## src/rtl/dcc_pkg.sv

```systemverilog
// Shared constants, widths and types for the day-count to civil-date converter.
// No dependencies; every module of the block imports this package.
`default_nettype none

package dcc_pkg;

    // Field widths and stream packing
    localparam int COUNT_BITS    = 22;
    localparam int IN_DATA_BITS  = ((COUNT_BITS + 7) / 8) * 8;
    localparam int EPOCH_BITS    = 14;
    localparam int YEAR_BITS     = 15;
    localparam int MONTH_BITS    = 4;
    localparam int DAY_BITS      = 5;
    localparam int OUT_DATA_BITS = ((YEAR_BITS + MONTH_BITS + DAY_BITS + 7) / 8) * 8;

    // Register file
    localparam int APB_ADDR_BITS = 3;
    localparam int APB_DATA_BITS = 32;
    localparam logic [APB_ADDR_BITS-3:0] REG_EPOCH_YEAR = '0;

    // Calendar constants
    localparam int COMMON_YEAR_DAYS = 365;
    localparam int DAYS_PER_4    = 1461;
    localparam int DAYS_PER_100  = 36524;
    localparam int DAYS_PER_400  = 146097;
    localparam int EPOCH_RESET   = 1970;
    localparam int EPOCH_DAYS_RESET = COMMON_YEAR_DAYS * EPOCH_RESET + (EPOCH_RESET + 3) / 4
                                    - (EPOCH_RESET + 99) / 100 + (EPOCH_RESET + 399) / 400;

    // Internal widths
    localparam int EDAYS_BITS     = 23;
    localparam int ABS_BITS       = ((COUNT_BITS > EDAYS_BITS) ? COUNT_BITS : EDAYS_BITS) + 1;
    localparam int Q400_BITS      = ABS_BITS - 17;
    localparam int REM400_BITS    = 18;
    localparam int REM100_BITS    = 16;
    localparam int Q4_BITS        = 5;
    localparam int REM4_BITS      = 11;
    localparam int DOY_BITS       = 9;
    localparam int FULL_YEAR_BITS = Q400_BITS + 10;
    localparam int C100_BITS      = EPOCH_BITS - 5;

    // Reciprocals for exact floor division by constants
    localparam int RECIP400_SHIFT = ABS_BITS + 18;
    localparam int RECIP400_BITS  = ABS_BITS + 1;
    localparam longint RECIP400_L = ((longint'(1) << RECIP400_SHIFT) + DAYS_PER_400 - 1)
                                    / DAYS_PER_400;
    localparam logic [RECIP400_BITS-1:0] RECIP400 = RECIP400_BITS'(RECIP400_L);

    localparam int RECIP4_SHIFT = REM100_BITS + 11;
    localparam int RECIP4_BITS  = RECIP4_SHIFT - 10;
    localparam longint RECIP4_L = ((longint'(1) << RECIP4_SHIFT) + DAYS_PER_4 - 1) / DAYS_PER_4;
    localparam logic [RECIP4_BITS-1:0] RECIP4 = RECIP4_BITS'(RECIP4_L);

    localparam int RECIP100_SHIFT = EPOCH_BITS + 1 + 7;
    localparam int RECIP100_BITS  = RECIP100_SHIFT - 6;
    localparam longint RECIP100_L = ((longint'(1) << RECIP100_SHIFT) + 100 - 1) / 100;
    localparam logic [RECIP100_BITS-1:0] RECIP100 = RECIP100_BITS'(RECIP100_L);

    // First day of each month in a common year, zero based
    localparam logic [DOY_BITS-1:0] MONTH_START [12] = '{
        9'd0, 9'd31, 9'd59, 9'd90, 9'd120, 9'd151,
        9'd181, 9'd212, 9'd243, 9'd273, 9'd304, 9'd334
    };

    // Year and day of year handed to the month stage
    typedef struct packed {
        logic [YEAR_BITS-1:0] year;
        logic [DOY_BITS-1:0]  doy;
        logic                 leap;
    } t_year_day;

endpackage

`default_nettype wire

```

## src/rtl/dcc_cfg.sv

```systemverilog
// Configuration registers: epoch year and its absolute day number.
// Depends on dcc_pkg.
`default_nettype none

module dcc_cfg import dcc_pkg::*; (
    input  logic                      i_clk,
    input  logic                      i_rst_n,
    input  logic                      psel,
    input  logic                      penable,
    input  logic                      pwrite,
    input  logic [APB_ADDR_BITS-1:0]  paddr,
    input  logic [APB_DATA_BITS-1:0]  pwdata,
    output logic [APB_DATA_BITS-1:0]  prdata,
    output logic                      pready,
    output logic [EDAYS_BITS-1:0]     o_epoch_days
);

    logic                          reg_sel;
    logic                          wr_en;
    logic [EPOCH_BITS-1:0]         n_epoch;
    logic [EPOCH_BITS:0]           y_plus99;
    logic [EPOCH_BITS+RECIP100_BITS:0] c100_prod;
    logic [C100_BITS-1:0]          c100;
    logic [C100_BITS-1:0]          c400;
    logic [EPOCH_BITS-1:0]         q4;
    logic [EDAYS_BITS-1:0]         n_epoch_days;
    logic [EPOCH_BITS-1:0]         r_epoch;
    logic [EDAYS_BITS-1:0]         r_epoch_days;

    // Decode the word address; byte offset bits are ignored
    assign reg_sel = (paddr[APB_ADDR_BITS-1:2] == REG_EPOCH_YEAR);
    assign wr_en   = psel & penable & pwrite & reg_sel;
    assign pready  = 1'b1;
    assign prdata  = reg_sel ? APB_DATA_BITS'(r_epoch) : '0;
    assign o_epoch_days = r_epoch_days;

    // Days from 1 January of year 0 to 1 January of the written year
    always_comb begin
        n_epoch   = pwdata[EPOCH_BITS-1:0];
        y_plus99  = {1'b0, n_epoch} + (EPOCH_BITS+1)'(99);
        c100_prod = (EPOCH_BITS+RECIP100_BITS+1)'(y_plus99)
                  * (EPOCH_BITS+RECIP100_BITS+1)'(RECIP100);
        c100      = c100_prod[RECIP100_SHIFT +: C100_BITS];
        c400      = C100_BITS'((c100 + C100_BITS'(3)) >> 2);
        q4        = EPOCH_BITS'(({1'b0, n_epoch} + (EPOCH_BITS+1)'(3)) >> 2);
        n_epoch_days = EDAYS_BITS'(n_epoch) * EDAYS_BITS'(COMMON_YEAR_DAYS)
                     + EDAYS_BITS'(q4) - EDAYS_BITS'(c100) + EDAYS_BITS'(c400);
    end

    // Hold the epoch and its day number
    always_ff @(posedge i_clk) begin
        if (!i_rst_n) begin
            r_epoch      <= EPOCH_BITS'(EPOCH_RESET);
            r_epoch_days <= EDAYS_BITS'(EPOCH_DAYS_RESET);
        end else if (wr_en) begin
            r_epoch      <= n_epoch;
            r_epoch_days <= n_epoch_days;
        end
    end

endmodule

`default_nettype wire

```

## src/rtl/dcc_year.sv

```systemverilog
// Year split pipeline: 400-year cycles, centuries, 4-year cycles, single years.
// Depends on dcc_pkg; feeds dcc_month with year, day of year and leap flag.
`default_nettype none

module dcc_year import dcc_pkg::*; (
    input  logic                i_clk,
    input  logic                i_rst_n,
    input  logic                i_valid,
    input  logic [ABS_BITS-1:0] i_abs,
    output logic                o_ready,
    output logic                o_valid,
    output t_year_day           o_res,
    input  logic                i_ready
);

    // Stage A: quotient by 400-year cycle
    logic                              r_a_valid;
    logic [ABS_BITS-1:0]               r_a_abs;
    logic [Q400_BITS-1:0]              r_a_q400;
    logic [ABS_BITS+RECIP400_BITS-1:0] prod400;
    logic                              ready_a;

    // Stage B: century split
    logic                        r_b_valid;
    logic [Q400_BITS-1:0]        r_b_q400;
    logic [1:0]                  r_b_cent;
    logic [REM100_BITS-1:0]      r_b_r100;
    logic                        r_b_short;
    logic [Q400_BITS+17:0]       cyc_days;
    logic [REM400_BITS-1:0]      rem400;
    logic [1:0]                  cent;
    logic [REM400_BITS-1:0]      cent_days;
    logic [REM100_BITS-1:0]      r100;
    logic                        ready_b;

    // Stage C: quotient by 4-year cycle
    logic                            r_c_valid;
    logic [Q400_BITS-1:0]            r_c_q400;
    logic [1:0]                      r_c_cent;
    logic [REM100_BITS-1:0]          r_c_r100;
    logic                            r_c_short;
    logic [Q4_BITS-1:0]              r_c_q4;
    logic [REM100_BITS+RECIP4_BITS-1:0] prod4;
    logic                            ready_c;

    // Stage D: single years and day of year
    logic                      r_d_valid;
    t_year_day                 r_d_res;
    logic [REM4_BITS-1:0]      r4;
    logic [REM4_BITS-1:0]      rr;
    logic [1:0]                yr;
    logic [DOY_BITS-1:0]       doy;
    logic [FULL_YEAR_BITS-1:0] year_full;
    logic                      ready_d;

    assign ready_d = !r_d_valid || i_ready;
    assign ready_c = !r_c_valid || ready_d;
    assign ready_b = !r_b_valid || ready_c;
    assign ready_a = !r_a_valid || ready_b;
    assign o_ready = ready_a;
    assign o_valid = r_d_valid;
    assign o_res   = r_d_res;

    // Reciprocal multiply for the 400-year quotient
    assign prod400 = (ABS_BITS+RECIP400_BITS)'(i_abs) * (ABS_BITS+RECIP400_BITS)'(RECIP400);

    // Remainder in the cycle, then century by threshold compare
    always_comb begin
        cyc_days = (Q400_BITS+18)'(r_a_q400) * (Q400_BITS+18)'(DAYS_PER_400);
        rem400   = r_a_abs[REM400_BITS-1:0] - cyc_days[REM400_BITS-1:0];
        if (rem400 < REM400_BITS'(DAYS_PER_100 + 1)) begin
            cent = 2'd0;
        end else if (rem400 < REM400_BITS'(2 * DAYS_PER_100 + 1)) begin
            cent = 2'd1;
        end else if (rem400 < REM400_BITS'(3 * DAYS_PER_100 + 1)) begin
            cent = 2'd2;
        end else begin
            cent = 2'd3;
        end
        case (cent)
            2'd0:    cent_days = '0;
            2'd1:    cent_days = REM400_BITS'(DAYS_PER_100);
            2'd2:    cent_days = REM400_BITS'(2 * DAYS_PER_100);
            default: cent_days = REM400_BITS'(3 * DAYS_PER_100);
        endcase
        r100 = REM100_BITS'(rem400 - cent_days);
    end

    // Reciprocal multiply for the 4-year quotient
    assign prod4 = (REM100_BITS+RECIP4_BITS)'(r_b_r100) * (REM100_BITS+RECIP4_BITS)'(RECIP4);

    // Single years; a century that opens with a common year has no leap in its first group
    always_comb begin
        r4 = REM4_BITS'(r_c_r100 - REM100_BITS'(r_c_q4) * REM100_BITS'(DAYS_PER_4));
        rr = r_c_short ? (r4 - REM4_BITS'(1)) : r4;
        if (r_c_short) begin
            if (rr < REM4_BITS'(COMMON_YEAR_DAYS)) begin
                yr = 2'd0;
            end else if (rr < REM4_BITS'(2 * COMMON_YEAR_DAYS)) begin
                yr = 2'd1;
            end else if (rr < REM4_BITS'(3 * COMMON_YEAR_DAYS)) begin
                yr = 2'd2;
            end else begin
                yr = 2'd3;
            end
            doy = DOY_BITS'(rr - REM4_BITS'(yr) * REM4_BITS'(COMMON_YEAR_DAYS));
        end else begin
            if (rr < REM4_BITS'(COMMON_YEAR_DAYS + 1)) begin
                yr = 2'd0;
            end else if (rr < REM4_BITS'(2 * COMMON_YEAR_DAYS + 1)) begin
                yr = 2'd1;
            end else if (rr < REM4_BITS'(3 * COMMON_YEAR_DAYS + 1)) begin
                yr = 2'd2;
            end else begin
                yr = 2'd3;
            end
            if (yr == 2'd0) begin
                doy = DOY_BITS'(rr);
            end else begin
                doy = DOY_BITS'(rr - REM4_BITS'(1)
                                - REM4_BITS'(yr) * REM4_BITS'(COMMON_YEAR_DAYS));
            end
        end
        year_full = FULL_YEAR_BITS'(r_c_q400) * FULL_YEAR_BITS'(400)
                  + FULL_YEAR_BITS'(r_c_cent) * FULL_YEAR_BITS'(100)
                  + FULL_YEAR_BITS'({r_c_q4, 2'b00})
                  + FULL_YEAR_BITS'(yr);
    end

    // Advance each stage when the one after it has room
    always_ff @(posedge i_clk) begin
        if (!i_rst_n) begin
            r_a_valid <= 1'b0;
            r_b_valid <= 1'b0;
            r_c_valid <= 1'b0;
            r_d_valid <= 1'b0;
        end else begin
            if (ready_a) begin
                r_a_valid <= i_valid;
            end
            if (ready_b) begin
                r_b_valid <= r_a_valid;
            end
            if (ready_c) begin
                r_c_valid <= r_b_valid;
            end
            if (ready_d) begin
                r_d_valid <= r_c_valid;
            end
        end
    end

    // Stage payloads
    always_ff @(posedge i_clk) begin
        if (ready_a) begin
            r_a_abs  <= i_abs;
            r_a_q400 <= prod400[RECIP400_SHIFT +: Q400_BITS];
        end
        if (ready_b) begin
            r_b_q400  <= r_a_q400;
            r_b_cent  <= cent;
            r_b_r100  <= r100;
            r_b_short <= (cent != 2'd0) && (r100 < REM100_BITS'(DAYS_PER_4));
        end
        if (ready_c) begin
            r_c_q400  <= r_b_q400;
            r_c_cent  <= r_b_cent;
            r_c_r100  <= r_b_r100;
            r_c_short <= r_b_short;
            r_c_q4    <= r_b_short ? '0 : prod4[RECIP4_SHIFT +: Q4_BITS];
        end
        if (ready_d) begin
            r_d_res.year <= year_full[YEAR_BITS-1:0];
            r_d_res.doy  <= doy;
            r_d_res.leap <= !r_c_short && (yr == 2'd0);
        end
    end

endmodule

`default_nettype wire

```

## src/rtl/dcc_month.sv

```systemverilog
// Month and day-of-month lookup and the result register of the stream output.
// Depends on dcc_pkg (month start table, t_year_day).
`default_nettype none

module dcc_month import dcc_pkg::*; (
    input  logic                  i_clk,
    input  logic                  i_rst_n,
    input  logic                  i_valid,
    input  t_year_day             i_res,
    output logic                  o_ready,
    output logic                  o_valid,
    output logic [YEAR_BITS-1:0]  o_year,
    output logic [MONTH_BITS-1:0] o_month,
    output logic [DAY_BITS-1:0]   o_day,
    input  logic                  i_ready
);

    logic                  r_valid;
    logic [YEAR_BITS-1:0]  r_year;
    logic [MONTH_BITS-1:0] r_month;
    logic [DAY_BITS-1:0]   r_day;
    logic [DOY_BITS-1:0]   start [12];
    logic [DOY_BITS-1:0]   offs  [12];
    logic [MONTH_BITS-1:0] n_month;
    logic [DAY_BITS-1:0]   n_day;

    assign o_ready = !r_valid || i_ready;
    assign o_valid = r_valid;
    assign o_year  = r_year;
    assign o_month = r_month;
    assign o_day   = r_day;

    // Count month starts passed; February gains a day in leap years
    always_comb begin
        n_month = '0;
        for (int m = 0; m < 12; m++) begin
            start[m] = MONTH_START[m] + DOY_BITS'(i_res.leap && (m >= 2));
            offs[m]  = i_res.doy - start[m];
            if (m != 0 && i_res.doy >= start[m]) begin
                n_month = n_month + MONTH_BITS'(1);
            end
        end
        n_day = '0;
        for (int m = 0; m < 12; m++) begin
            if (n_month == MONTH_BITS'(m)) begin
                n_day = DAY_BITS'(offs[m] + DOY_BITS'(1));
            end
        end
    end

    // Hold the result until taken
    always_ff @(posedge i_clk) begin
        if (!i_rst_n) begin
            r_valid <= 1'b0;
        end else if (o_ready) begin
            r_valid <= i_valid;
        end
    end

    always_ff @(posedge i_clk) begin
        if (o_ready) begin
            r_year  <= i_res.year;
            r_month <= n_month;
            r_day   <= n_day;
        end
    end

endmodule

`default_nettype wire

```

## src/rtl/day_count_to_civil_date.sv

```systemverilog
// Top level of the day-count to civil-date converter: input register and stream ports.
// Depends on dcc_pkg, dcc_cfg, dcc_year and dcc_month.
`default_nettype none

// Converts a count of days after 1 January of the epoch year into the proleptic
// Gregorian year, zero-based month and one-based day. One result leaves per
// cycle while the output is not stalled; requests pass through the six-register
// pipeline (input register, 400-year quotient, century split, 4-year quotient,
// year and day of year, month lookup). Stalls on the output propagate back
// stage by stage, so empty stages keep filling while a result waits. The epoch
// year is register 0 of the APB port (reset 1970); a write applies to requests
// accepted from the following cycle on.
module day_count_to_civil_date import dcc_pkg::*; (
    input  logic                      i_clk,
    input  logic                      i_rst_n,
    // configuration port
    input  logic                      psel,
    input  logic                      penable,
    input  logic                      pwrite,
    input  logic [APB_ADDR_BITS-1:0]  paddr,
    input  logic [APB_DATA_BITS-1:0]  pwdata,
    output logic [APB_DATA_BITS-1:0]  prdata,
    output logic                      pready,
    // request stream
    input  logic                      i_s_axis_tvalid,
    output logic                      o_s_axis_tready,
    input  logic [IN_DATA_BITS-1:0]   i_s_axis_tdata,   // [21:0] day_count, rest zero
    // result stream
    output logic                      o_m_axis_tvalid,
    input  logic                      i_m_axis_tready,
    output logic [OUT_DATA_BITS-1:0]  o_m_axis_tdata    // [14:0] year, [18:15] month_index,
                                                        // [23:19] day_of_month
);

    logic [EDAYS_BITS-1:0] epoch_days;
    logic                  r_in_valid;
    logic [ABS_BITS-1:0]   r_abs;
    logic                  year_ready;
    logic                  year_valid;
    t_year_day             year_res;
    logic                  month_ready;
    logic [YEAR_BITS-1:0]  out_year;
    logic [MONTH_BITS-1:0] out_month;
    logic [DAY_BITS-1:0]   out_day;

    dcc_cfg u_cfg (
        .i_clk        (i_clk),
        .i_rst_n      (i_rst_n),
        .psel         (psel),
        .penable      (penable),
        .pwrite       (pwrite),
        .paddr        (paddr),
        .pwdata       (pwdata),
        .prdata       (prdata),
        .pready       (pready),
        .o_epoch_days (epoch_days)
    );

    // Take a request when the input register is free or moving on
    assign o_s_axis_tready = !r_in_valid || year_ready;

    always_ff @(posedge i_clk) begin
        if (!i_rst_n) begin
            r_in_valid <= 1'b0;
        end else if (o_s_axis_tready) begin
            r_in_valid <= i_s_axis_tvalid;
        end
    end

    // Absolute day number from year 0
    always_ff @(posedge i_clk) begin
        if (o_s_axis_tready && i_s_axis_tvalid) begin
            r_abs <= ABS_BITS'(epoch_days) + ABS_BITS'(i_s_axis_tdata[COUNT_BITS-1:0]);
        end
    end

    dcc_year u_year (
        .i_clk   (i_clk),
        .i_rst_n (i_rst_n),
        .i_valid (r_in_valid),
        .i_abs   (r_abs),
        .o_ready (year_ready),
        .o_valid (year_valid),
        .o_res   (year_res),
        .i_ready (month_ready)
    );

    dcc_month u_month (
        .i_clk   (i_clk),
        .i_rst_n (i_rst_n),
        .i_valid (year_valid),
        .i_res   (year_res),
        .o_ready (month_ready),
        .o_valid (o_m_axis_tvalid),
        .o_year  (out_year),
        .o_month (out_month),
        .o_day   (out_day),
        .i_ready (i_m_axis_tready)
    );

    // Pack the result fields, year in the low bits
    assign o_m_axis_tdata = OUT_DATA_BITS'({out_day, out_month, out_year});

endmodule

`default_nettype wire

```

## config.mk

```make
export PLATFORM = sky130hd
export DESIGN_NAME = day_count_to_civil_date
export DESIGN_NICKNAME = d
export VERILOG_FILES = /design/src/rtl/dcc_pkg.sv /design/src/rtl/dcc_cfg.sv /design/src/rtl/dcc_year.sv /design/src/rtl/dcc_month.sv /design/src/rtl/day_count_to_civil_date.sv
export SDC_FILE = /design/constraint.sdc
export NUM_CORES = 2
export LEC_CHECK = 0
export ABC_AREA = 1
export BUFFER_PORTS_ARGS = -buffer_cell sky130_fd_sc_hd__buf_4
export CAP_MARGIN = 20
export CORE_ASPECT_RATIO = 0.6
export CORE_MARGIN = 2
export CORE_UTILIZATION = 60
export DETAILED_ROUTE_END_ITERATION = 12
export GPL_TIMING_DRIVEN = 1
export PLACE_DENSITY = 0.75
export SYNTH_ARGS = -nofsm -noshare
export SYNTH_HDL_FRONTEND = slang
export SYNTH_SLANG_ARGS = --single-unit
```

## constraint.sdc

```tcl
create_clock -name i_clk -period 17.4 [get_ports i_clk]
set_input_delay 3.48 -clock i_clk [delete_from_list [all_inputs] [get_ports i_clk]]
set_output_delay 3.48 -clock i_clk [all_outputs]
set_load 0.005 [all_outputs]
```

Yosys cells after proc, flatten, opt, wreduce, memory -nomap -nowiden
Index checks and enable logic that the tools add are counted.
{ "totals": {"reg_bits": 193, "out_inout_bits": 59, "wordCells": 195} }
{ "classes": {"bitwise_logic": 4, "n_mul": 10, "n_mux": 40, "order_cmp": 21, "add_sub_neg": 60, "n_reduce_logical": 21, "n_eq_ne": 13} }
{ "op_table": {"columns": ["op", "n"], "rows": [
  ["$ge A9 B9 Y1", 7],
  ["$add A5 B1 Y5 const B", 12],
  ["$mux W5", 12],
  ["$sub A5 B5 Y5", 10],
  ["$mul A24 B24 Y48 const B", 1],
  ["$pmux W16 S3", 1],
  ["$add A4 B1 Y4 const B", 10],
  ["$mux W4", 10],
  ["$add A8 B1 Y9 const A", 4],
  ["$lt A18 B17 Y1 const B", 2],
  ["$mul A16 B15 Y30 const B", 1],
  ["$mul A15 B13 Y28 const B", 1],
  ["$add A9 B1 Y9 const A", 3],
  ["$add A23 B22 Y24", 1],
  ["$add A23 B13 Y23", 1],
  ["$add A23 B7 Y23", 1],
  ["$mul A14 B9 Y23 const B", 1],
  ["$sub A23 B9 Y23", 1],
  ["$lt A11 B10 Y1 const B", 2],
  ["$lt A11 B11 Y1 const B", 2],
  ["$lt A11 B9 Y1 const B", 2],
  ["$ge A9 B8 Y1", 2],
  ["$lt A18 B16 Y1 const B", 1],
  ["$mul A2 B9 Y9 const B", 2],
  ["41 further kinds", 79]
]} }

Depth between registers and ports, before layout
{ "logic_depth": {"ltp_word": 35, "mapped_depth": 69} }

Hierarchy
A second synthesis with hierarchy kept.
{ "unflattened": {"cells_unflattened": 4847, "hier_area_um2": 40985.6} }
{ "modules_own_cells": {"columns": ["module", "cells_each", "area_per_inst_um2", "n_inst"], "rows": [
  ["dcc_year", 2557, 24074.3, 1],
  ["dcc_cfg", 1363, 10475.0, 1],
  ["dcc_month", 555, 3897.5, 1],
  ["day_count_to_civil_date", 372, 2538.7, 1]
]} }

Worst setup path after synthesis
No wires, ideal clock.
{ "synth_timing": {"kind": "input port to flip-flop", "startpoint": "in pwdata[0]", "endpoint": "reg u_cfg.r_epoch_days[22], in the netlist u_cfg.o_epoch_days[22]", "stages": 68, "setup_time_ps": 115, "n_path_buf": 0, "arrival_ps": 14025, "slack_ps": 3259, "path_cell_list": "inv_1 -> ha_1 -> nor2_1 -> a21oi_1 -> inv_1 -> a21oi_1 -> nor2_1 -> xor2_1 -> inv_1 -> nand2_1 -> nand2_1 -> inv_1 -> ha_1 -> ha_1 -> inv_1 -> fa_1 -> inv_1 -> fa_1 -> [32 not listed] -> o21ai_0 -> a31oi_1 -> inv_1 -> nand2_1 -> nand2_1 -> a21oi_1 -> inv_1 -> nand2_1 -> nand2_1 -> a21oi_1 -> o21ai_0 -> nand3_1 -> nand2_1 -> nand3_1 -> nand2_1 -> xor2_1 -> o21ai_0 -> inv_1"} }
{ "synth_between": {"elab_chain_len": 4} }
{ "synth_lines": {"columns": ["element", "line_no", "text"], "rows": [
  ["start: declaration", "day_count_to_civil_date.sv:21", "input logic [APB_DATA_BITS-1:0] pwdata,"],
  ["$mul A14 B9 Y23 (tied with other cells)", "dcc_cfg.sv:46", "n_epoch_days = EDAYS_BITS'(n_epoch) * EDAYS_BITS'(COMMON_YEAR_DAYS)"],
  ["$add A23 B13 Y23 or $mul A15 B13 Y28 (tied branches)", "dcc_cfg.sv:47, dcc_cfg.sv:42", null],
  ["$sub A23 B9 Y23 or $add A9 B2 Y9 (tied branches)", "dcc_cfg.sv:47, dcc_cfg.sv:44", null],
  ["$add A23 B7 Y23 *", "dcc_cfg.sv:47", "+ EDAYS_BITS'(q4) - EDAYS_BITS'(c100) + EDAYS_BITS'(c400);"],
  ["end signal: assignment", "dcc_cfg.sv:54", "r_epoch_days <= EDAYS_BITS'(EPOCH_DAYS_RESET);"],
  ["end signal: assignment", "dcc_cfg.sv:57", "r_epoch_days <= n_epoch_days;"],
  ["end: declaration", "dcc_cfg.sv:28", "logic [EDAYS_BITS-1:0] r_epoch_days;"]
]} }
Mark *: on every way between the ends. The rest lies on a longest branch, timed or not.
A chain may end at the register's enable or synchronous reset.

Worst setup path after layout
Ends and elaborated chain as after synthesis.

==> impl_metrics.env <==
export IMPL_final_setup_tns_ns=0
export IMPL_grt_total_usage_pct=27.4
export IMPL_status="complete, no violations"
export IMPL_vias=26600
export IMPL_synth_seq_cells=193
export IMPL_end_kind="register"
export IMPL_coreArea_um2=61300
export IMPL_register_area_um2=5370
export IMPL_cts_max_level=4
export IMPL_clockBufferDepth=2
export IMPL_syn_area_per_cell_um2=9.22
export IMPL_hold_class="reg2reg"
export IMPL_grt_overflow_total=0
export IMPL_multi_input_area_um2=28000
export IMPL_timing_fmax_mhz=64.3
export IMPL_crit_top_cell="inv_1"
export IMPL_max_slew_margin_rel_pct=28.6
export IMPL_critical_path_max_stage_delay_ns=0.72
export IMPL_worstMarginPinSlew_ns=1.07
export IMPL_cts_buffers=17
export IMPL_grt_pass1_wl_mm=139
export IMPL_setup_violations_final=0
export IMPL_yosysSeqAreaShare_pct=14.3
export IMPL_gp_congestion=0.960
export IMPL_die_w_um=327
export IMPL_synth_edf_count=150
export IMPL_area_delta_synth_final_pct=5.87
export IMPL_netlist_top_cells_area="fa_1 (28%), ha_1 (25%), edfxtp_1 (12%), inv_1 (10%), nand2_1 (4.0%)"
export IMPL_post_route_min_period_ns=15.55
export IMPL_ant_nets=0
export IMPL_synth_top_cell_by_area="fa_1"
export IMPL_ys_types=64
export IMPL_yosys_warnings=0
export IMPL_fin_nets=5502
export IMPL_grt_max_degree=46
export IMPL_die_h_um=198
export IMPL_synth_area_um2=37500
export IMPL_tritoncts="built"
export IMPL_grt_pass1_vias=26600
export IMPL_routedWlPerCell_um=16.8
export IMPL_dieArea_um2=64600
export IMPL_crit_path_start_kind="input pin"
export IMPL_holdBufCountCts=0
export IMPL_crit_required_ns=17.77
export IMPL_synth_most_common_cell="inv_1"
export IMPL_antenna_found_initial=1
export IMPL_fin_crit_sh_pct=89.3
export IMPL_slew_viol_final=0
export IMPL_clockRootBuffer="clkbuf_16"
export IMPL_drive_gt1_share_pct=4.70
export IMPL_criticalPathCategory="in2reg"
export IMPL_finalWirelength_mm=83.9
export IMPL_yosysTopAreaCellShare_pct=27.7
export IMPL_async_flop_share_pct=0
export IMPL_syn_inst=4068
export IMPL_diodes=0
export IMPL_synthFlopType="edfxtp_1"
export IMPL_dr_first_iter_drc_count=1964
export IMPL_yosys_top_cells_count="inv_1 (1035), ha_1 (759), fa_1 (519)"
export IMPL_nFillCells=5023
export IMPL_portBuffers=83
export IMPL_cts_sinks=193
export IMPL_io_pins=125
export IMPL_path_max_fanout=9
export IMPL_fin_skew_ns=0.0149
export IMPL_worst_hold_slack_ns=0.421
export IMPL_max_cap_viol_count=0
export IMPL_dr_pass1_iters=5
export IMPL_post_cts_buffers=0
export IMPL_hold_violations=0
export IMPL_slowest_stage="xor2_1"
export IMPL_insertion_delay_ns=0.48
export IMPL_arrival_ns=15.91
export IMPL_rsz0062_at_grt="false"
export IMPL_drc=0
export IMPL_clk_pin_slew_ns=0.08
export IMPL_initial_core_util_pct=61.2
export IMPL_dp_hpwl_mm=73.5
export IMPL_rows=70
export IMPL_viasPerCell=5.32
export IMPL_cts_resized=0
## logic make-up (layout without fill, tap and decap cells)
kind of cell / after synthesis / count (layout) / share of synthesized area (%)
and+or+nand+nor: 843 / 843 / 9.79
buffers and inverters: 1090 / 1176 / 11.1
xor gates and xnor gates: 202 / 202 / 4.77
AOI/OAI and AO/OA: 460 / 460 / 6.94
adders and majority gates: 1278 / 1278 / 53.0
DFF: 193 / 193 / 14.3
other: 2 / 19 / 0.0200
## layer usage
metal	GRT usage, %	vias up	share of wire [%]
li1	-	13000	-
met5	0	-	0.016
met1	42.6	12700	49
met3	8.04	50	9.8
met4	3.82	2	0.98
met2	38.2	836	40
## placed cells by master (no fill, tap or decap), drive strengths merged, types with 5 or more instances in the layout
cell type,instances
o21bai,19
xnor2,49
a21oi,217
nor4,10
a21o,6
nand4,29
ha,759
buf,92
a211oi,8
edfxtp,150
or2,17
o211ai,18
dfxtp,43
nor3,30
nand2,420
o21a,5
fa,519
o221ai,5
xor2,153
nand3,95
conb,19
nor2,228
o2111ai,7
clkinv,5
o21ai,129
inv,1058
clkbuf,18
and2,5
a31oi,20
## worst paths after layout
kind                                              end  cells past startpoint                        from  slack, ns
setup / recovery  u_cfg.o_epoch_days[22]$_SDFFE_PN0P_                     66                   pwdata[0]       1.85
hold / removal            u_month.o_year[8]$_DFFE_PP_                      0  u_year.o_res[18]$_DFFE_PP_       0.42
setup reg to reg           u_month.o_day[4]$_DFFE_PP_                     47   u_year.o_res[2]$_DFFE_PP_       8.44
hold reg to reg           u_month.o_year[8]$_DFFE_PP_                      0  u_year.o_res[18]$_DFFE_PP_       0.42
## worst max-delay path: cells and delay by family
| kind | cells | cell delay [ns] |
|---|---|---|
| buffers and inverters | 15 | 1.50 |
| AO/OA/AOI/OAI | 16 | 2.81 |
| AND/OR/NAND/NOR | 19 | 1.70 |
| XOR/XNOR | 4 | 1.33 |
| adder cells (fa/ha/maj) | 12 | 5.03 |
## final cells by class
type / instances / area share (%)
repair buffers: 92 / 1.79
clock inverters: 14 / 0.463
well taps: 828 / 2.61
clock buffers: 18 / 1.08
inverters: 1052 / 9.95
flip-flops and latches: 193 / 13.5
multi-input cells: 2802 / 70.6
## stage by stage
step | setup WS [ns] | instances | util [%] | area [um^2]
after floorplan | 3.26 | 4085 | - | 37600
after global placement | 1.71 | 4966 | 63.7 | 39100
after detailed placement | 1.60 | 4966 | 63.7 | 39100
after CTS | 2.00 | 4998 | 64.7 | 39700
after global routing | 0.784 | 4999 | 64.7 | 39700
final | 1.85 | 4999 | 64.7 | 39700
## state kept, by name, summed over array words and instances (netlist names), 11 cells and up
name / flops
u_year.o_res: 25
r_abs: 24
u_cfg.o_epoch_days: 23
u_year.r_a_abs: 18
u_year.r_b_r100: 16
u_month.o_year: 15
u_cfg.r_epoch: 14
u_year.r_c_r100: 11
Power is left out: the tool's default activity adds up to more than one toggle a clock period on the data nets, which glitch-free logic cannot reach.
